$ cat src/ialist_pkg.sv
`default_nettype none
package ialist_pkg;

	localparam int POS_W  = 7;
	localparam int WORD_W = 32;
	localparam int OP_W   = 3;
	localparam int STAT_W = 3;

	localparam logic [OP_W-1:0] OP_READ   = 3'd0;
	localparam logic [OP_W-1:0] OP_INSERT = 3'd1;
	localparam logic [OP_W-1:0] OP_DELETE = 3'd2;
	localparam logic [OP_W-1:0] OP_UPDATE = 3'd3;
	localparam logic [OP_W-1:0] OP_DUMP   = 3'd4;

	localparam logic [STAT_W-1:0] STAT_OK         = 3'd0;
	localparam logic [STAT_W-1:0] STAT_BAD_INDEX  = 3'd1;
	localparam logic [STAT_W-1:0] STAT_FULL       = 3'd2;
	localparam logic [STAT_W-1:0] STAT_EMPTY_DUMP = 3'd3;
	localparam logic [STAT_W-1:0] STAT_BAD_OPCODE = 3'd4;

	typedef enum logic [2:0] {
		CMD_HOLD,
		CMD_ROTATE,
		CMD_INSERT,
		CMD_DELETE,
		CMD_UPDATE
	} cell_cmd_t;

	typedef struct packed {
		cell_cmd_t         cmd;
		logic [POS_W-1:0]  pos;
		logic [WORD_W-1:0] word;
	} cell_ctl_t;

	typedef enum logic [1:0] {
		S_IDLE,
		S_EXEC,
		S_SCAN
	} ctrl_state_t;

endpackage
`default_nettype wire

$ cat src/ialist_cell.sv
`default_nettype none
module ialist_cell (
	input  wire logic                       clk,
	input  wire logic [ialist_pkg::POS_W-1:0]  idx,
	input  wire ialist_pkg::cell_ctl_t      ctl,
	input  wire logic [ialist_pkg::WORD_W-1:0] left,
	input  wire logic [ialist_pkg::WORD_W-1:0] right,
	output logic      [ialist_pkg::WORD_W-1:0] word
);
	import ialist_pkg::*;

	logic [WORD_W-1:0] word_q;

	always_ff @(posedge clk) begin
		unique case (ctl.cmd)
			CMD_HOLD: begin
				word_q <= word_q;
			end
			CMD_ROTATE: begin
				word_q <= right;
			end
			CMD_INSERT: begin
				// later cells take the word from below, the addressed one the new word
				if (idx > ctl.pos) begin
					word_q <= left;
				end else if (idx == ctl.pos) begin
					word_q <= ctl.word;
				end
			end
			CMD_DELETE: begin
				if (idx >= ctl.pos) begin
					word_q <= right;
				end
			end
			CMD_UPDATE: begin
				if (idx == ctl.pos) begin
					word_q <= ctl.word;
				end
			end
			default: begin
				word_q <= word_q;
			end
		endcase
	end

	assign word = word_q;

endmodule
`default_nettype wire

$ cat config.mk
export PLATFORM = sky130hd
export DESIGN_NAME = ialist_cell
export DESIGN_NICKNAME = d
export VERILOG_FILES = /design/src/ialist_pkg.sv /design/src/ialist_cell.sv
export SDC_FILE = /design/constraint.sdc
export NUM_CORES = 1
export LEC_CHECK = 0
export CAP_MARGIN = 20
export CORE_ASPECT_RATIO = 0.9
export CORE_MARGIN = 2
export CORE_UTILIZATION = 50
export CTS_CLUSTER_DIAMETER = 150
export CTS_CLUSTER_SIZE = 8
export DETAILED_ROUTE_END_ITERATION = 8
export DONT_BUFFER_PORTS = 1
export PLACE_DENSITY_LB_ADDON = 0.15
export SLEW_MARGIN = 20
export SYNTH_ARGS = -nofsm -noshare
export SYNTH_HDL_FRONTEND = slang
export SYNTH_SLANG_ARGS = --single-unit
$ cat constraint.sdc
create_clock -name clk -period 6.79 [get_ports clk]
set_input_delay 0.3395 -clock clk [delete_from_list [all_inputs] [get_ports clk]]
set_output_delay 0.3395 -clock clk [all_outputs]
set_load 0.02 [all_outputs]
==> run metrics <==
Critical Path Max Stage Delay 0.50 ns; Worst EP required 6.73 ns; Vias 2,090; wirelength, routed 6570 µm; CTS buffer count 5; fin crit share 36.02%; DPL Wire Length 4310 µm; I/O pin cnt 146; R2R Setup Slk 5.46 ns; Tot Pwr 0.0005226 W; layout cells sized above 1 7.755%; largest family of logic cells by synthesized area compound AO/OA/AOI/OAI gates; die footprint 0.005429 mm²; Power Dens Cells 210.1 mW/mm²; Routed Antenna Nets 0; Logic pwr share 19.9%; fillers 458; NetSw 0.0001647 W; Placed Instance Area 0.002397 mm²; post-DR vias/cell 6.742; post-synth net total 381; CTS tree yes; diode count 0; GRT Resource Usage Total 24.17%; initial drt markers 142; CP Class in2reg; clk sinks 32; synthesized-area fraction occupied by adder cells 3.608%; total negative setup slack 0 ns; crit path launch type input port; Net Sw Frac 31.51%; minimum clock period 2.446 ns; Final Max Slew Viols 0; grt ovf 0; Peak VDD IR 0.09042 mV; Worst Hold Depth 1; largest net degree at the start of global routing 36; Horiz. Die Dim 77.45 µm; clock-pin slew on the worst setup and hold paths 0.06 ns; Worst-Margin Slew 0.7120 ns; status completed; clock network power share 25.7%; Core ar. 0.004775 mm²; sequence of cells on the critical path inv_1 -> ha_1 -> nand3_2 -> o21ai_2 -> o311a_1 -> buf_4; sequential share of power 54.4%; Syn Area/Cell 9.336 µm²; post-synthesis mux area share 0%; crit path DAT 2.38 ns; WL/cell 21.19 µm; clk buf depth 2; Synth-to-Final Area Change 2.474%; die height 70.10 µm; Setup Skew 0 ns; H-tree Lvls 2; HP Start left[25]; worst skew pair latency 0.27 ns; sequential-to-total area share from yosys stat 39.59%; Worst Hold Class in2reg; RSZ-0062 raised after global routing false; FP Rows 24; Cell Area, Synth 0.002427 mm²; Final setup viols 0; Nets 366; synth warn 0; Initial Utilization 50.84%; Root Driver clkbuf_8; Residual DRC 0; Int Power 0.0003579 W; final hold vios 0; critical path depth 6; Worst slew margin 52.53%; port bufs 0; reg2reg start word[16]; Syn Inst Count 260; Post-CTS Repair Setup Buffers 0; WP buf/inv 2; Max Cap Viol 0; Crit. End Element register; kind of cell adding the most delay to the critical path compound AO/OA/AOI/OAI gates; WHS Endpoint word[25]; max reg flops 32; Synth Area in XOR/XNOR 0%; Worst Reg-to-Reg Cells 3; routability cong. 0.7681; r2r endpoint word[16]; hold buffers post-CTS 0; antenna violations before repair 0; first-pass GRT wire length 10,260 µm; Synth Area in Simple Gates 18.25%; synth unique cells 27; Pre-Repair DR Iteration Count 4; FF+latch count, synth 32; Post-CTS Resized 0; leakage dissipation 0.8072 nW; CP max FO 33; Design Area, Final 0.002487 mm²; vias in the first global route 2,041; Synth Area in Compound Gates 31.03%; CP max stage cell nand3_2; fmax 0.4089 GHz
## power by group through the flow
stage / sequential (W) / combinational, W / clock [W]
final: 0.000284 / 0.000104 / 0.000134
after global routing: 0.000287 / 0.000116 / 0.000144
after CTS: 0.000284 / 0.000103 / 0.000138
after detailed placement: 0.000288 / 0.000103 / 0
after global placement: 0.000288 / 0.000101 / 0
after floorplan: 0.000284 / 0.0000892 / 0
## kinds of logic (layout without fill, tap and decap cells)
kind of cell,after synthesis,in the layout
adders and majority gates,7,7
DFF,32,32
buffers and inverters,35,20
and+or+nand+nor,76,76
AOI/OAI and AO/OA,110,110
## cells in the mapped netlist
library cell	instances	area, µm²
or2_2	1	6.260
buf_2	5	25.02
clkbuf_1	16	60.06
o311a_1	1	10.01
o21a_1	1	7.510
nand3b_1	1	7.510
o21ai_1	1	5.000
nand3_1	33	165.2
and2_1	32	200.2
nand2_1	3	11.26
nor2_1	1	3.750
edfxtp_1	32	960.9
a31oi_2	1	12.51
buf_6	6	67.56
a21oi_1	37	185.2
a221o_1	32	320.3
nor2b_1	2	12.51
and3_1	1	6.260
nand4_4	1	21.27
a21o_1	1	7.510
and4_1	1	8.760
o21ai_0	32	160.2
inv_1	8	30.03
o21ai_2	2	17.52
ha_1	7	87.58
a211oi_4	1	20.02
o211ai_1	1	7.510
## layout make-up
type	count	area [µm²]	share of cell area, %
timing repair buffer	5	37.54	1.509
tap	65	81.33	3.270
inverter	8	30.03	1.207
multi-input combinational	193	1300	52.26
sequential	32	960.9	38.63
clock inverter	1	5.005	0.2012
clock buffer	6	72.57	2.917
## worst max path at each step
stage | startpoint | endpoint | slack, ns
floorplan | ctl[38] | word[0] | 4.41
global placement | ctl[34] | word[1] | 3.70
detailed placement | ctl[34] | word[17] | 3.59
CTS | ctl[34] | word[10] | 3.88
global route | ctl[34] | word[10] | 4.15
finish | ctl[34] | word[16] | 4.34
## metal layers
metal | share of wire (%) | vias up | GRT usage [%]
met4 | 0.84 | 0 | 7.143
met1 | 42 | 1003 | 29.12
met3 | 8.8 | 5 | 7.364
met2 | 48 | 112 | 41.64
li1 | - | 970 | -
met5 | 0 | - | 0
## layout by cell type (no fill, tap or decap), types with 2 or more instances in the layout
| master | netlist | routed |
|---|---|---|
| nand2_1 | 3 | 3 |
| and2_1 | 32 | 32 |
| ha_1 | 7 | 7 |
| inv_1 | 8 | 8 |
| a221o_1 | 32 | 32 |
| o21ai_2 | 2 | 2 |
| clkbuf_8 | 0 | 5 |
| o21ai_0 | 32 | 32 |
| nor2b_1 | 2 | 2 |
| nand3_1 | 33 | 32 |
| buf_4 | 0 | 5 |
| a21oi_1 | 37 | 37 |
| edfxtp_1 | 32 | 32 |
## worst register-to-register path, stage by stage, from the launching register on
cell and delay, ns:
edfxtp_1 0.50, o21ai_0 0.12, a21oi_1 0.11, a221o_1 0.35
## per-stage QoR
stage	instances	hold WS (ns)	worst slack (ns)	util, %
floorplan	260	0.5536	4.409	-
global placement	303	0.5568	3.701	50.21
detailed placement	303	0.5585	3.587	50.21
CTS	310	0.2680	3.878	51.83
global route	310	0.2678	4.148	52.10
finish	310	0.2770	4.344	52.10
Power figures use the tool's default switching activity.
