==> src/ialist_pkg.sv <==
`default_nettype none
package ialist_pkg;

	localparam int POS_W  = 7;
	localparam int WORD_W = 32;
	localparam int OP_W   = 3;
	localparam int STAT_W = 3;

	localparam logic [OP_W-1:0] OP_READ   = 3'd0;
	localparam logic [OP_W-1:0] OP_INSERT = 3'd1;
	localparam logic [OP_W-1:0] OP_DELETE = 3'd2;
	localparam logic [OP_W-1:0] OP_UPDATE = 3'd3;
	localparam logic [OP_W-1:0] OP_DUMP   = 3'd4;

	localparam logic [STAT_W-1:0] STAT_OK         = 3'd0;
	localparam logic [STAT_W-1:0] STAT_BAD_INDEX  = 3'd1;
	localparam logic [STAT_W-1:0] STAT_FULL       = 3'd2;
	localparam logic [STAT_W-1:0] STAT_EMPTY_DUMP = 3'd3;
	localparam logic [STAT_W-1:0] STAT_BAD_OPCODE = 3'd4;

	typedef enum logic [2:0] {
		CMD_HOLD,
		CMD_ROTATE,
		CMD_INSERT,
		CMD_DELETE,
		CMD_UPDATE
	} cell_cmd_t;

	typedef struct packed {
		cell_cmd_t         cmd;
		logic [POS_W-1:0]  pos;
		logic [WORD_W-1:0] word;
	} cell_ctl_t;

	typedef enum logic [1:0] {
		S_IDLE,
		S_EXEC,
		S_SCAN
	} ctrl_state_t;

endpackage
`default_nettype wire

==> src/ialist_ctrl.sv <==
`default_nettype none
module ialist_ctrl #(
	parameter int CAPACITY = 64
) (
	input  wire logic                          clk,
	input  wire logic                          arst_n,
	input  wire logic                          in_valid,
	output logic                               in_ready,
	input  wire logic [ialist_pkg::OP_W-1:0]   opcode,
	input  wire logic [ialist_pkg::POS_W-1:0]  position,
	input  wire logic [ialist_pkg::WORD_W-1:0] new_word,
	input  wire logic [ialist_pkg::WORD_W-1:0] head_word,
	output ialist_pkg::cell_ctl_t              ctl,
	output logic                               out_valid,
	input  wire logic                          out_ready,
	output logic      [ialist_pkg::STAT_W-1:0] status,
	output logic      [ialist_pkg::WORD_W-1:0] read_word,
	output logic      [ialist_pkg::POS_W-1:0]  length_now,
	output logic                               last_of_run
);
	import ialist_pkg::*;

	localparam int KW = (CAPACITY > 1) ? $clog2(CAPACITY) : 1;
	localparam logic [KW-1:0]    K_LAST = KW'(CAPACITY - 1);
	localparam logic [POS_W-1:0] CAP_N  = POS_W'(CAPACITY);

	ctrl_state_t       state_q, state_d;
	logic [OP_W-1:0]   op_q;
	logic [POS_W-1:0]  pos_q;
	logic [WORD_W-1:0] word_q;
	logic [POS_W-1:0]  count_q, count_d;
	logic [KW-1:0]     k_q, k_d;
	logic [POS_W-1:0]  k_ext;

	logic              ov_q;
	logic [STAT_W-1:0] ostat_q;
	logic [WORD_W-1:0] oword_q;
	logic [POS_W-1:0]  olen_q;
	logic              olast_q;

	logic              out_free;
	logic              load;
	logic [STAT_W-1:0] ld_stat;
	logic [WORD_W-1:0] ld_word;
	logic              ld_last;

	assign out_free = !ov_q || out_ready;
	assign in_ready = (state_q == S_IDLE);
	assign k_ext    = POS_W'(k_q);

	always_ff @(posedge clk or negedge arst_n) begin
		if (!arst_n) begin
			state_q <= S_IDLE;
		end else begin
			state_q <= state_d;
		end
	end

	always_comb begin
		state_d  = state_q;
		count_d  = count_q;
		k_d      = k_q;
		ctl.cmd  = CMD_HOLD;
		ctl.pos  = pos_q;
		ctl.word = word_q;
		load     = 1'b0;
		ld_stat  = STAT_OK;
		ld_word  = '0;
		ld_last  = 1'b1;
		unique case (state_q)
			S_IDLE: begin
				if (in_valid) begin
					state_d = S_EXEC;
				end
			end
			S_EXEC: begin
				if (out_free) begin
					load    = 1'b1;
					state_d = S_IDLE;
					unique case (op_q)
						OP_READ: begin
							if (pos_q < count_q) begin
								load    = 1'b0;
								k_d     = '0;
								state_d = S_SCAN;
							end else begin
								ld_stat = STAT_BAD_INDEX;
							end
						end
						OP_INSERT: begin
							// position is checked before the fill level
							if (pos_q > count_q) begin
								ld_stat = STAT_BAD_INDEX;
							end else if (count_q >= CAP_N) begin
								ld_stat = STAT_FULL;
							end else begin
								ctl.cmd = CMD_INSERT;
								count_d = count_q + 1'b1;
							end
						end
						OP_DELETE: begin
							if (pos_q < count_q) begin
								ctl.cmd = CMD_DELETE;
								count_d = count_q - 1'b1;
							end else begin
								ld_stat = STAT_BAD_INDEX;
							end
						end
						OP_UPDATE: begin
							if (pos_q < count_q) begin
								ctl.cmd = CMD_UPDATE;
							end else begin
								ld_stat = STAT_BAD_INDEX;
							end
						end
						OP_DUMP: begin
							if (count_q == '0) begin
								ld_stat = STAT_EMPTY_DUMP;
							end else begin
								load    = 1'b0;
								k_d     = '0;
								state_d = S_SCAN;
							end
						end
						default: begin
							ld_stat = STAT_BAD_OPCODE;
						end
					endcase
				end
			end
			S_SCAN: begin
				// one full revolution of the chain; cell 0 holds element k
				if (out_free) begin
					ctl.cmd = CMD_ROTATE;
					k_d     = k_q + 1'b1;
					ld_word = head_word;
					if (op_q == OP_READ) begin
						load = (k_ext == pos_q);
					end else begin
						load    = (k_ext < count_q);
						ld_last = ((k_ext + 1'b1) == count_q);
					end
					if (k_q == K_LAST) begin
						state_d = S_IDLE;
					end
				end
			end
			default: begin
				state_d = S_IDLE;
			end
		endcase
	end

	always_ff @(posedge clk or negedge arst_n) begin
		if (!arst_n) begin
			count_q <= '0;
			k_q     <= '0;
			ov_q    <= 1'b0;
		end else begin
			count_q <= count_d;
			k_q     <= k_d;
			if (load) begin
				ov_q <= 1'b1;
			end else if (out_ready) begin
				ov_q <= 1'b0;
			end
		end
	end

	always_ff @(posedge clk) begin
		if (in_valid && in_ready) begin
			op_q   <= opcode;
			pos_q  <= position;
			word_q <= new_word;
		end
		if (load) begin
			ostat_q <= ld_stat;
			oword_q <= ld_word;
			olen_q  <= count_d;
			olast_q <= ld_last;
		end
	end

	assign out_valid   = ov_q;
	assign status      = ostat_q;
	assign read_word   = oword_q;
	assign length_now  = olen_q;
	assign last_of_run = olast_q;

endmodule
`default_nettype wire

==> config.mk <==
export PLATFORM = sky130hd
export DESIGN_NAME = ialist_ctrl
export DESIGN_NICKNAME = d
export VERILOG_FILES = /design/src/ialist_pkg.sv /design/src/ialist_ctrl.sv
export SDC_FILE = /design/constraint.sdc
export NUM_CORES = 1
export LEC_CHECK = 0
export ABC_AREA = 1
export BUFFER_PORTS_ARGS = -buffer_cell sky130_fd_sc_hd__buf_2
export CAP_MARGIN = 0
export CORE_UTILIZATION = 39
export DETAILED_ROUTE_END_ITERATION = 8
export GPL_TIMING_DRIVEN = 0
export PLACE_DENSITY_LB_ADDON = 0.15
export RECOVER_POWER = 100
export SKIP_CTS_REPAIR_TIMING = 1
export SYNTH_ARGS = -nofsm -noshare
export SYNTH_HDL_FRONTEND = slang
export SYNTH_SLANG_ARGS = --single-unit
==> constraint.sdc <==
create_clock -name clk -period 4.1 [get_ports clk]
set_clock_uncertainty 0.2 [all_clocks]
set_input_delay 0 -clock clk [delete_from_list [all_inputs] [get_ports clk]]
set_output_delay 0 -clock clk [all_outputs]
set_load 0.05 [all_outputs]
==> impl_metrics.csv <==
group,metric,value,unit
setup_path,worstPathRequired,3.90,ns
synthesis,synth_top_cell_area_share,0.523,
place,gp_routability_congestion,0.844,
timing,max_freq,290,MHz
status,violations,"capacitance limit, slew limit",
setup_path,endpoint_kind,"output port",
setup_path,crit_type,"reg2out",
synthesis,async_reset_ff_frac,0.158,
floorplan,fp-row-count,40,
worst_hold_path,min_path_type,"in2reg",
synthesis,syn_area,4880,µm²
grt,grt_pass1_wl,17200,µm
floorplan,start_util,0.403,
synthesis,synth.most_common_cell,"nand2_1",
cts,htree_levels,3,
synthesis,ys_top_cells_by_count,"110 x nand2_1, 85 x edfxtp_1, 63 x nor2_1",
pwr,p_leak,0.00307,µW
synthesis,ys_types,40,
layout,n_antenna_cell,0,
timing,fin_crit,3.45,ns
cts,cts.sinks,101,
timing,period_share,0.840,
synthesis,synth_top_area_cell,"edfxtp_1",
pwr,peakVddDrop,370,µV
routing,drcViolationCount,0,
synthesis,syn-instance-count,478,
grt,grt_pass1_vias,3580,
timing,fin_hold_ws,0.154,ns
grt,antenna_found_initial,0,
timing,setup_viol,0,
timing,maxSlewViolCount,43,
timing,rsz0062_at_grt,"no",
floorplan,die_w,114,µm
cts,clk_pin_slew_worst_paths,0.07,ns
cts,cts_tree,"yes",
layout,fillers,1116,
place,port_buffers,164,
layout,nets,829,
synthesis,avgSynthCellArea,10.2,µm²
cts,root_buffer,"clkbuf_16",
status,status,"finished, violations left",
setup_path,cp_max_fo,10,
layout,fin_util,0.567,
cts,numCtsBuffers,9,
cts,ctsLongestPathBuffers,2,
timing,max_slew.worst_pin.slew,1.57,ns
routing,vias,4075,
timing,finalHoldViolCount,0,
floorplan,die_area,13000,µm²
routing,vias_per_cell,4.51,
timing,fin_tns_setup,0,ns
routing,drt-total-wl,12000,µm
timing,relSlewSlack,-0.0483,
routing,wire_per_inst,13.2,µm
synthesis,synthesis.nets,576,
routing,drt_first_pass_iters,4,
floorplan,die_y,114,µm
synthesis,synth_edf_count,85,
cts,worstSkewPairLatency,0.35,ns
grt,grt_max_degree,44,
synthesis,seq_area_frac_synth,0.605,
pwr,powerDensity,752,nW/µm²
synthesis,yosys-top-cells-area,"edfxtp_1 52%, nand2_1 8.5%, dfrtp_1 8.2%",
setup_path,cp.arrival,3.25,ns
layout,area_growth,40.6,%
synthesis,synth_flop_cell,"edfxtp_1",
layout,drive_gt1_frac,0.167,
job,maxCapViolCount,1,
grt,grt_overflow,0,
grt,groute.usage.overall,0.172,
synthesis,ys_warn_count,0,
floorplan,design.core.area,12100,µm²
routing,drt-initial-drc-count,215,
routing,antenna_left,0,
synthesis,ys_ff_latch,101,
place,dp_hpwl,8100,µm
setup_path,start_kind,"flip-flop",
floorplan,io_pins,165,
## flip-flops by register name, indices dropped and copies added, names as in the netlist
signal and cells:
read_word 32, word_q 32, count_q 7, length_now 7, pos_q 7, k_q 6
op_q 3, status 3, state_q 2, last_of_run 1, out_valid 1
## report_power, final
group,internal [µW],switching (µW),total [µW]
combinational,544,2010,2550
clock,494,384,878
sequential,1580,155,1740
## through the flow
stage	setup WS, ns	cell area, µm²	total power (µW)	std cells
after floorplan	0.896	4880	3760	478
after global placement	0.516	5920	4320	810
after detailed placement	1.01	5920	4350	810
after CTS	0.973	6220	5240	826
after global routing	0.388	6870	5470	904
final	0.654	6870	5160	904
## critical path, stage by stage (launching register included)
cell      delay, ns
dfrtp_1        0.44
inv_1          0.15
clkbuf_1       0.41
ha_1           0.34
nand2_1        0.15
inv_2          0.07
a21oi_4        0.16
nand2_4        0.12
nand2_1        0.26
nand3_1        0.15
a21oi_1        0.16
clkbuf_1       0.49
## layer usage
layer  wire [µm]  vias to the layer above  track usage
met5           0                        -            0
met3         719                       15       0.0436
met2        5960                      124        0.276
met4         193                        0       0.0771
met1        5100                     1874        0.221
li1            -                     2062            -
## final timing paths
check	from	endpoint	slack (ns)	cells past startpoint
min in group asynchronous	arst_n	count_q[4]	0.66	3
setup reg to reg	count_q[6]	length_now[3]	0.70	11
hold / removal	new_word[17]	word_q[17]	0.15	2
hold reg to reg	state_q[1]	state_q[1]	0.33	2
setup / recovery	count_q[6]	ctl[40]	0.65	11
max in group asynchronous	arst_n	k_q[1]	2.54	3
## cell families after synthesis
logic type | count (synthesis) | synth area share
and+or+nand+nor | 237 | 0.215
DFF | 101 | 0.605
buffers and inverters | 80 | 0.0697
AOI/OAI and AO/OA | 24 | 0.0313
adders and majority gates | 20 | 0.0512
xor gates and xnor gates | 16 | 0.0287
## cell type report
class	instances	area (µm²)	area share
plain buffers	12	78.8	0.0115
clock buffers	10	239	0.0348
clock inverters	6	67.6	0.00984
inverters	68	260	0.0379
multi-input cells	297	1570	0.228
flip-flops and latches	101	2950	0.430
well taps	168	210	0.0306
repair buffers	242	1490	0.217
## cells in the final DEF, fill, tap and decap left out, types with 2 or more instances in the layout
cell	count
nand2_1	114
clkbuf_1	93
edfxtp_1	85
buf_2	78
dlygate4sd3_1	78
nor2_1	63
inv_1	59
nand3_1	36
ha_1	20
dfrtp_1	16
xor2_1	14
clkbuf_16	9
a21oi_1	8
o21ai_0	7
inv_2	6
buf_6	4
clkinv_2	4
nor3_1	4
nand2_2	3
nor2_2	3
nand4_1	2
o211ai_1	2
o22ai_1	2
nand3_2	2
xnor2_1	2
nand3b_1	2
No activity file was read; power rests on OpenSTA's default activity.
